`src/rational_arithmetic_unit_assert.svh`:
```
// ----------------------------------------------------------------------------
// rational arithmetic unit assertion macros
// clocked property checks, empty when SYNTHESIS is defined
// ----------------------------------------------------------------------------
`ifndef RATIONAL_ARITHMETIC_UNIT_ASSERT_SVH
`define RATIONAL_ARITHMETIC_UNIT_ASSERT_SVH

`ifndef SYNTHESIS
`define RAU_ASSERT(label, prop, msg) \
    label: assert property (@(posedge aclk) disable iff (!aresetn) (prop)) else $error(msg);
`define RAU_ASSERT_IMPL(label, ante, cons, msg) \
    label: assert property (@(posedge aclk) disable iff (!aresetn) (ante) |-> (cons)) \
        else $error(msg);
`else
`define RAU_ASSERT(label, prop, msg)
`define RAU_ASSERT_IMPL(label, ante, cons, msg)
`endif

`endif

```
`src/rau_pkg.sv`:
```
// ----------------------------------------------------------------------------
// rau_pkg
// types and constants of the rational arithmetic unit
// ----------------------------------------------------------------------------
package rau_pkg;

    localparam int unsigned WIDTH_DEF = 32;
    localparam int unsigned NUM_W     = 32;
    localparam int unsigned DEN_W     = 31;
    localparam int unsigned QUO_W     = 32;

    typedef enum logic [1:0] {
        OP_ADD,
        OP_SUB,
        OP_MUL,
        OP_DIV
    } op_t;

    typedef enum logic [1:0] {
        ST_OK,
        ST_DIV0,
        ST_OVF
    } status_t;

    typedef enum logic [3:0] {
        S_IDLE,
        S_MUL0,
        S_MUL1,
        S_MUL2,
        S_COMB,
        S_SIGN,
        S_CHECK,
        S_GCD,
        S_DIVN,
        S_DIVD,
        S_DONE
    } state_t;

endpackage

```
`src/rational_arithmetic_unit.sv`:
```
// ----------------------------------------------------------------------------
// rational arithmetic unit
// adds, subtracts, multiplies or divides two signed fractions and returns the
// result reduced to lowest terms, with divide by zero and overflow status
// ----------------------------------------------------------------------------
// One item is worked at a time; s_tready is high only while the unit is idle.
// An item runs through a shared 32x32 multiplier (two or three products), a
// sign and range check, a binary GCD loop on one shared subtractor and two
// 32-step restoring divisions on that same subtractor. An item that ends in
// divide by zero, overflow or a zero result skips the GCD loop and the
// divisions. Any other result passes through set-up, a GCD loop whose
// length depends on the operand values, the two divisions and the load of
// the output register. The result sits in an output register, so the next
// item is accepted while it waits.
// WIDTH sets the signed range the result numerator and denominator must fit.
// ----------------------------------------------------------------------------
`include "rational_arithmetic_unit_assert.svh"

module rational_arithmetic_unit #(
    parameter int unsigned WIDTH = rau_pkg::WIDTH_DEF
) (
    input  logic         aclk,
    input  logic         aresetn,
    input  logic         s_tvalid,
    output logic         s_tready,
    // left_num[31:0], left_den[62:32], right_num[94:63], right_den[125:95]
    input  logic [127:0] s_tdata,
    // kind[1:0]
    input  logic [1:0]   s_tuser,
    output logic         m_tvalid,
    input  logic         m_tready,
    // result_num[31:0], result_den[62:32]
    output logic [63:0]  m_tdata,
    // status[1:0]
    output logic [1:0]   m_tuser
);

    localparam int unsigned NW    = rau_pkg::NUM_W;
    localparam int unsigned DW    = rau_pkg::DEN_W;
    localparam int unsigned QW    = rau_pkg::QUO_W;
    localparam int unsigned CNT_W = $clog2(QW);
    localparam int unsigned K_W   = $clog2(QW);
    localparam logic signed [63:0] RES_HI = (64'sd1 <<< (WIDTH - 1)) - 64'sd1;
    localparam logic signed [63:0] RES_LO = -RES_HI - 64'sd1;
    localparam logic [CNT_W-1:0]   CNT_LAST = CNT_W'(QW - 1);

    rau_pkg::state_t  state_reg, state_next;
    rau_pkg::op_t     op_reg, op_next;
    logic signed [NW-1:0] ln_reg, ln_next, rn_reg, rn_next;
    logic [DW-1:0]    ld_reg, ld_next, rd_reg, rd_next;
    logic signed [63:0] p0_reg, p0_next, p1_reg, p1_next, den_reg, den_next;
    logic             neg_reg, neg_next;
    logic [QW-1:0]    mag_reg, mag_next;
    logic [DW-1:0]    dv_reg, dv_next;
    logic [QW-1:0]    a_reg, a_next, b_reg, b_next;
    logic [K_W-1:0]   k_reg, k_next;
    logic [QW-1:0]    g_reg, g_next, rem_reg, rem_next, quo_reg, quo_next;
    logic [QW-1:0]    qn_reg, qn_next;
    logic [CNT_W-1:0] cnt_reg, cnt_next;
    logic [NW-1:0]    res_num_reg, res_num_next;
    logic [DW-1:0]    res_den_reg, res_den_next;
    rau_pkg::status_t res_st_reg, res_st_next;
    logic [NW-1:0]    out_num_reg, out_num_next;
    logic [DW-1:0]    out_den_reg, out_den_next;
    rau_pkg::status_t out_st_reg, out_st_next;
    logic             out_valid_reg, out_valid_next;

    logic signed [NW-1:0] mul_a, mul_b;
    logic signed [63:0]   prod;
    logic [QW:0]          sub_a, sub_b;
    logic [QW+1:0]        sub_d;
    logic                 borrow;
    logic                 a_gt_b;
    logic                 gcd_done;
    logic                 in_accept;
    logic                 in_div0;
    logic                 chk_div0, chk_ovf, chk_zero;
    logic                 out_load;
    logic [QW-1:0]        quo_shift;

    assign in_accept = s_tvalid && s_tready;
    assign in_div0   = (rau_pkg::op_t'(s_tuser) == rau_pkg::OP_DIV) && (s_tdata[94:63] == '0);
    assign chk_div0  = (den_reg == 64'sd0);
    assign chk_ovf   = (p0_reg < RES_LO) || (p0_reg > RES_HI) || (den_reg > RES_HI);
    assign chk_zero  = (p0_reg == 64'sd0);
    assign a_gt_b    = (a_reg > b_reg);
    assign gcd_done  = (a_reg == b_reg);
    assign out_load  = (state_reg == rau_pkg::S_DONE) && (!out_valid_reg || m_tready);

    // shared multiplier
    always_comb begin
        mul_a = '0;
        mul_b = '0;
        unique case (state_reg)
            rau_pkg::S_MUL0: begin
                mul_a = ln_reg;
                mul_b = (op_reg == rau_pkg::OP_MUL) ? rn_reg : {1'b0, rd_reg};
            end
            rau_pkg::S_MUL1: begin
                mul_a = {1'b0, ld_reg};
                mul_b = (op_reg == rau_pkg::OP_DIV) ? rn_reg : {1'b0, rd_reg};
            end
            rau_pkg::S_MUL2: begin
                mul_a = rn_reg;
                mul_b = {1'b0, ld_reg};
            end
            default: begin
                mul_a = '0;
                mul_b = '0;
            end
        endcase
    end

    assign prod = mul_a * mul_b;

    // shared subtractor
    always_comb begin
        sub_a = '0;
        sub_b = '0;
        unique case (state_reg)
            rau_pkg::S_GCD: begin
                sub_a = a_gt_b ? {1'b0, a_reg} : {1'b0, b_reg};
                sub_b = a_gt_b ? {1'b0, b_reg} : {1'b0, a_reg};
            end
            rau_pkg::S_DIVN, rau_pkg::S_DIVD: begin
                sub_a = {rem_reg, quo_reg[QW-1]};
                sub_b = {1'b0, g_reg};
            end
            default: begin
                sub_a = '0;
                sub_b = '0;
            end
        endcase
    end

    assign sub_d     = {1'b0, sub_a} - {1'b0, sub_b};
    assign borrow    = sub_d[QW+1];
    assign quo_shift = {quo_reg[QW-2:0], !borrow};

    // next state
    always_comb begin
        state_next = state_reg;
        unique case (state_reg)
            rau_pkg::S_IDLE: begin
                if (in_accept) begin
                    state_next = in_div0 ? rau_pkg::S_DONE : rau_pkg::S_MUL0;
                end
            end
            rau_pkg::S_MUL0: begin
                state_next = rau_pkg::S_MUL1;
            end
            rau_pkg::S_MUL1: begin
                if (op_reg == rau_pkg::OP_ADD || op_reg == rau_pkg::OP_SUB) begin
                    state_next = rau_pkg::S_MUL2;
                end else begin
                    state_next = rau_pkg::S_SIGN;
                end
            end
            rau_pkg::S_MUL2: begin
                state_next = rau_pkg::S_COMB;
            end
            rau_pkg::S_COMB: begin
                state_next = rau_pkg::S_SIGN;
            end
            rau_pkg::S_SIGN: begin
                state_next = rau_pkg::S_CHECK;
            end
            rau_pkg::S_CHECK: begin
                if (chk_div0 || chk_ovf || chk_zero) begin
                    state_next = rau_pkg::S_DONE;
                end else begin
                    state_next = rau_pkg::S_GCD;
                end
            end
            rau_pkg::S_GCD: begin
                if (gcd_done) begin
                    state_next = rau_pkg::S_DIVN;
                end
            end
            rau_pkg::S_DIVN: begin
                if (cnt_reg == CNT_LAST) begin
                    state_next = rau_pkg::S_DIVD;
                end
            end
            rau_pkg::S_DIVD: begin
                if (cnt_reg == CNT_LAST) begin
                    state_next = rau_pkg::S_DONE;
                end
            end
            rau_pkg::S_DONE: begin
                if (out_load) begin
                    state_next = rau_pkg::S_IDLE;
                end
            end
            default: begin
                state_next = rau_pkg::S_IDLE;
            end
        endcase
    end

    // datapath
    always_comb begin
        op_next      = op_reg;
        ln_next      = ln_reg;
        ld_next      = ld_reg;
        rn_next      = rn_reg;
        rd_next      = rd_reg;
        p0_next      = p0_reg;
        p1_next      = p1_reg;
        den_next     = den_reg;
        neg_next     = neg_reg;
        mag_next     = mag_reg;
        dv_next      = dv_reg;
        a_next       = a_reg;
        b_next       = b_reg;
        k_next       = k_reg;
        g_next       = g_reg;
        rem_next     = rem_reg;
        quo_next     = quo_reg;
        qn_next      = qn_reg;
        cnt_next     = cnt_reg;
        res_num_next = res_num_reg;
        res_den_next = res_den_reg;
        res_st_next  = res_st_reg;
        unique case (state_reg)
            rau_pkg::S_IDLE: begin
                if (in_accept) begin
                    op_next      = rau_pkg::op_t'(s_tuser);
                    ln_next      = s_tdata[31:0];
                    ld_next      = s_tdata[62:32];
                    rn_next      = s_tdata[94:63];
                    rd_next      = s_tdata[125:95];
                    res_num_next = '0;
                    res_den_next = '0;
                    res_st_next  = rau_pkg::ST_DIV0;
                end
            end
            rau_pkg::S_MUL0: begin
                p0_next = prod;
            end
            rau_pkg::S_MUL1: begin
                den_next = prod;
            end
            rau_pkg::S_MUL2: begin
                p1_next = prod;
            end
            rau_pkg::S_COMB: begin
                if (op_reg == rau_pkg::OP_SUB) begin
                    p0_next = p0_reg - p1_reg;
                end else begin
                    p0_next = p0_reg + p1_reg;
                end
            end
            rau_pkg::S_SIGN: begin
                if (den_reg[63]) begin
                    p0_next  = -p0_reg;
                    den_next = -den_reg;
                end
            end
            rau_pkg::S_CHECK: begin
                res_num_next = '0;
                res_den_next = '0;
                if (chk_div0) begin
                    res_st_next = rau_pkg::ST_DIV0;
                end else if (chk_ovf) begin
                    res_st_next = rau_pkg::ST_OVF;
                end else if (chk_zero) begin
                    res_den_next = DW'(1);
                    res_st_next  = rau_pkg::ST_OK;
                end else begin
                    neg_next = p0_reg[63];
                    mag_next = p0_reg[63] ? (~p0_reg[QW-1:0] + QW'(1)) : p0_reg[QW-1:0];
                    a_next   = p0_reg[63] ? (~p0_reg[QW-1:0] + QW'(1)) : p0_reg[QW-1:0];
                    b_next   = den_reg[QW-1:0];
                    dv_next  = den_reg[DW-1:0];
                    k_next   = '0;
                end
            end
            rau_pkg::S_GCD: begin
                if (gcd_done) begin
                    g_next   = a_reg << k_reg;
                    rem_next = '0;
                    quo_next = mag_reg;
                    cnt_next = '0;
                end else if (!a_reg[0] && !b_reg[0]) begin
                    a_next = a_reg >> 1;
                    b_next = b_reg >> 1;
                    k_next = k_reg + K_W'(1);
                end else if (!a_reg[0]) begin
                    a_next = a_reg >> 1;
                end else if (!b_reg[0]) begin
                    b_next = b_reg >> 1;
                end else if (a_gt_b) begin
                    a_next = sub_d[QW-1:0];
                end else begin
                    b_next = sub_d[QW-1:0];
                end
            end
            rau_pkg::S_DIVN, rau_pkg::S_DIVD: begin
                rem_next = borrow ? sub_a[QW-1:0] : sub_d[QW-1:0];
                quo_next = quo_shift;
                cnt_next = cnt_reg + CNT_W'(1);
                if (cnt_reg == CNT_LAST) begin
                    rem_next = '0;
                    cnt_next = '0;
                    if (state_reg == rau_pkg::S_DIVN) begin
                        qn_next  = quo_shift;
                        quo_next = {1'b0, dv_reg};
                    end else begin
                        res_num_next = neg_reg ? (~qn_reg + NW'(1)) : qn_reg;
                        res_den_next = quo_shift[DW-1:0];
                        res_st_next  = rau_pkg::ST_OK;
                    end
                end
            end
            default: begin
                op_next = op_reg;
            end
        endcase
    end

    // output register
    always_comb begin
        out_num_next   = out_num_reg;
        out_den_next   = out_den_reg;
        out_st_next    = out_st_reg;
        out_valid_next = out_valid_reg;
        if (out_load) begin
            out_num_next   = res_num_reg;
            out_den_next   = res_den_reg;
            out_st_next    = res_st_reg;
            out_valid_next = 1'b1;
        end else if (m_tready) begin
            out_valid_next = 1'b0;
        end
    end

    always_ff @(posedge aclk) begin
        if (!aresetn) begin
            state_reg     <= rau_pkg::S_IDLE;
            out_valid_reg <= 1'b0;
        end else begin
            state_reg     <= state_next;
            out_valid_reg <= out_valid_next;
        end
    end

    always_ff @(posedge aclk) begin
        op_reg      <= op_next;
        ln_reg      <= ln_next;
        ld_reg      <= ld_next;
        rn_reg      <= rn_next;
        rd_reg      <= rd_next;
        p0_reg      <= p0_next;
        p1_reg      <= p1_next;
        den_reg     <= den_next;
        neg_reg     <= neg_next;
        mag_reg     <= mag_next;
        dv_reg      <= dv_next;
        a_reg       <= a_next;
        b_reg       <= b_next;
        k_reg       <= k_next;
        g_reg       <= g_next;
        rem_reg     <= rem_next;
        quo_reg     <= quo_next;
        qn_reg      <= qn_next;
        cnt_reg     <= cnt_next;
        res_num_reg <= res_num_next;
        res_den_reg <= res_den_next;
        res_st_reg  <= res_st_next;
        out_num_reg <= out_num_next;
        out_den_reg <= out_den_next;
        out_st_reg  <= out_st_next;
    end

    assign s_tready = (state_reg == rau_pkg::S_IDLE);
    assign m_tvalid = out_valid_reg;
    assign m_tdata  = {1'b0, out_den_reg, out_num_reg};
    assign m_tuser  = out_st_reg;

    `RAU_ASSERT_IMPL(a_fail_zeroed, m_tvalid && (m_tuser != rau_pkg::ST_OK), (m_tdata == '0), "failed transfer carries a non-zero fraction")
    `RAU_ASSERT_IMPL(a_ok_den, m_tvalid && (m_tuser == rau_pkg::ST_OK), (m_tdata[62:32] != '0), "ok transfer with zero denominator")
    `RAU_ASSERT_IMPL(a_gcd_nonzero, state_reg == rau_pkg::S_GCD, (a_reg != '0) && (b_reg != '0), "gcd operand reached zero")
    `RAU_ASSERT_IMPL(a_rem_bound, (state_reg == rau_pkg::S_DIVN) || (state_reg == rau_pkg::S_DIVD), (rem_reg < g_reg), "divider remainder not below divisor")

endmodule
```
`config.mk`:
```
export PLATFORM = sky130hd
export DESIGN_NAME = rational_arithmetic_unit
export DESIGN_NICKNAME = d
export VERILOG_FILES = /design/src/rau_pkg.sv /design/src/rational_arithmetic_unit.sv
export VERILOG_INCLUDE_DIRS = /design/src /design/src/src
export SDC_FILE = /design/constraint.sdc
export NUM_CORES = 2
export LEC_CHECK = 0
export BUFFER_PORTS_ARGS = -buffer_cell sky130_fd_sc_hd__buf_2
export CORE_MARGIN = 2
export CORE_UTILIZATION = 62
export DETAILED_ROUTE_END_ITERATION = 10
export PLACE_DENSITY = 0.82
export SLEW_MARGIN = 10
export SYNTH_ARGS = -nofsm -noshare
export SYNTH_HDL_FRONTEND = slang
export SYNTH_SLANG_ARGS = --single-unit
```
`constraint.sdc`:
```
create_clock -name aclk -period 12.95 [get_ports aclk]
set_input_delay 1.295 -clock aclk [delete_from_list [all_inputs] [get_ports aclk]]
set_output_delay 1.295 -clock aclk [all_outputs]
set_load 0.03 [all_outputs]
```
==> impl_metrics.env <==
export IMPL_firstDrtPassIters=10
export IMPL_synthTopCellsByArea="fa_1 (28%), edfxtp_1 (28%), nand2_1 (5.7%)"
export IMPL_max_freq_mhz=82.6
export IMPL_first_global_vias=64000
export IMPL_cp_max_fo=18
export IMPL_cts_root_buf="clkbuf_16"
export IMPL_post_route_drc_count=2
export IMPL_fin_crit_sh_pct=93.5
export IMPL_synth_common_cells="nand2_1 (1164), inv_1 (1092), fa_1 (1084), nor2_1 (908), edfxtp_1 (716)"
export IMPL_yosys_warnings=0
export IMPL_via_per_inst=6.43
export IMPL_wirelength_um=246000
export IMPL_clk_pin_slew_ns=0.06
export IMPL_cts_resized=0
export IMPL_finalHoldViolCount=0
export IMPL_die_area_um2=127000
export IMPL_wire_per_inst_um=25.2
export IMPL_gp_congestion=1.04
export IMPL_syn_nets=9619
export IMPL_grt_busiest_layer="met2"
export IMPL_grt_pass1_wl_um=375000
export IMPL_crit_arrival_ns=12.49
export IMPL_rsz0062_at_grt="no"
export IMPL_ys_seq_area_share_pct=28.0
export IMPL_hold_class="register to register"
export IMPL_layout_nets=9601
export IMPL_synth_avg_cell_area_um2=9.55
export IMPL_vias=62900
export IMPL_grt_util_met2_pct=58.8
export IMPL_initial_core_util_pct=62.4
export IMPL_numCtsBuffers=79
export IMPL_drtAntennaViolNets=0
export IMPL_cp_slowest_cell="nand2_1"
export IMPL_end_kind="register"
export IMPL_tightest_slew_ns=1.33
export IMPL_violations="design-rule violations"
export IMPL_synth_top_cell_by_area="fa_1"
export IMPL_synth_area_um2=77100
export IMPL_cap_violations=0
export IMPL_grt_total_usage_pct=39.2
export IMPL_synth_most_common_cell="nand2_1"
export IMPL_place_hpwl_um=188000
export IMPL_clk_path_buf_depth=3
export IMPL_ys_types=96
export IMPL_status="finished with violations"
export IMPL_start_kind="register"
export IMPL_portBuffers=198
export IMPL_grt_remaining_overflow=0
export IMPL_hold_slack_ns=0.391
export IMPL_area_delta_synth_final_pct=6.87
export IMPL_slowest_delay_ns=1.04
export IMPL_met3_usage_pct=14.5
export IMPL_clock_skew_ns=0.0516
export IMPL_drt_initial_drc_count=8010
export IMPL_grt_antenna_before_repair=15
export IMPL_grt_max_degree=79
export IMPL_required_ns=13.33
export IMPL_setup_viol=0
export IMPL_dp_cells=9618
export IMPL_drv_slew=0
export IMPL_grtUsageMet1_pct=48.5
export IMPL_die_x_um=357
export IMPL_drive_gt1_share_pct=7.02
export IMPL_fin_crit_ns=12.11
export IMPL_htree_levels=3
export IMPL_clk_latency_ns=0.73
export IMPL_ys_seq_elements=721
export IMPL_post_cts_setup_buffers=0
export IMPL_ios=202
export IMPL_rows=129
export IMPL_crit_top_cell="fa_1"
export IMPL_fin_tns_setup_ns=0
export IMPL_synth_cells=8080
export IMPL_yosysTopAreaCellShare_pct=28.1
export IMPL_ctsHoldBuffers=0
export IMPL_clock_sinks=721
export IMPL_yosys_most_used_dff="edfxtp_1"
export IMPL_synth_edf_count=716
export IMPL_coreArea_um2=124000
export IMPL_die_y_um=357
export IMPL_relSlewSlack_pct=10.9
export IMPL_criticalPathCategory="register to register"
export IMPL_fin_cells=9771
export IMPL_cts_tree="yes"
export IMPL_async_reset_ff_share_pct=0
## placed cells by master (no fill, tap or decap), types with 15 or more instances in the layout
| cell | instances |
|---|---|
| nand2_1 | 1160 |
| inv_1 | 1091 |
| fa_1 | 1084 |
| nor2_1 | 903 |
| edfxtp_1 | 716 |
| a21oi_1 | 373 |
| ha_1 | 321 |
| o21ai_0 | 294 |
| xnor2_1 | 232 |
| buf_2 | 198 |
| xor2_1 | 166 |
| buf_4 | 127 |
| and2_1 | 103 |
| mux2i_1 | 93 |
| a21o_1 | 84 |
| clkbuf_16 | 79 |
| a22oi_1 | 67 |
| nor3_1 | 67 |
| nand3_1 | 57 |
| a221oi_1 | 51 |
| nand2b_1 | 49 |
| nand4_1 | 48 |
| a31oi_1 | 46 |
| nor4_1 | 46 |
| or3_1 | 44 |
| nor2b_1 | 41 |
| o22ai_1 | 39 |
| a211oi_1 | 36 |
| o31ai_1 | 33 |
| o21a_1 | 31 |
| and3_1 | 29 |
| or4_1 | 28 |
| o21bai_1 | 25 |
| a211o_1 | 24 |
| or2_2 | 20 |
| o211ai_1 | 17 |
| clkinv_2 | 16 |
| o21ai_1 | 15 |
## final timing paths
path              cells past startpoint               to  slack, ns       startpoint
setup / recovery                     33       p0_reg[62]       0.84     state_reg[1]
hold / removal                        0  out_den_reg[30]       0.39  res_den_reg[30]
setup reg to reg                     33       p0_reg[62]       0.84     state_reg[1]
hold reg to reg                       0  out_den_reg[30]       0.39  res_den_reg[30]
## metrics by stage
step | setup WS, ns | utilization, % | cell area (um^2)
after detailed placement | 1.49 | 64.5 | 79800
after floorplan | 2.06 | - | 77100
after global placement | 1.66 | 64.5 | 79800
final | 0.842 | 66.7 | 82400
after CTS | 1.44 | 66.7 | 82400
after global routing | 0.589 | 66.7 | 82400
## routing by layer
layer	up-vias	part of all wire, %
li1	26400	-
met1	30900	34
met2	4491	44
met3	1114	15
met4	14	7.5
met5	-	0.048
## worst max-delay path: cells and delay by family, from the launching register on
family / cells / cell delay (ns)
xor gates and xnor gates: 1 / 0.33
buffers and inverters: 7 / 1.37
DFF: 1 / 0.75
AOI/OAI and AO/OA: 12 / 3.18
and+or+nand+nor: 4 / 1.73
adders and majority gates: 9 / 4.36
## cell families (layout without fill, tap and decap cells)
family	Yosys count	in the layout	synth area share [%]
adders and majority gates	1405	1405	33.3
muxes	110	110	1.57
xor gates and xnor gates	398	398	4.52
and+or+nand+nor	2672	2672	15.0
buffers and inverters	1519	1568	7.42
other	1	6	0.00486
DFF	721	721	28.0
AOI/OAI and AO/OA	1254	1254	10.1
## layout make-up
type | count | area (um^2)
Fill cell | 9431 | 41200
Clock buffer | 93 | 2030
Timing Repair Buffer | 325 | 1940
Clock inverter | 55 | 592
Sequential cell | 721 | 21600
Tap cell | 1637 | 2050
Inverter | 1095 | 4110
Multi-Input combinational cell | 5840 | 50100
Antenna cell | 5 | 12.5
Power is left out: the tool's default activity adds up to more than one toggle a clock period on the data nets, which glitch-free logic cannot reach.
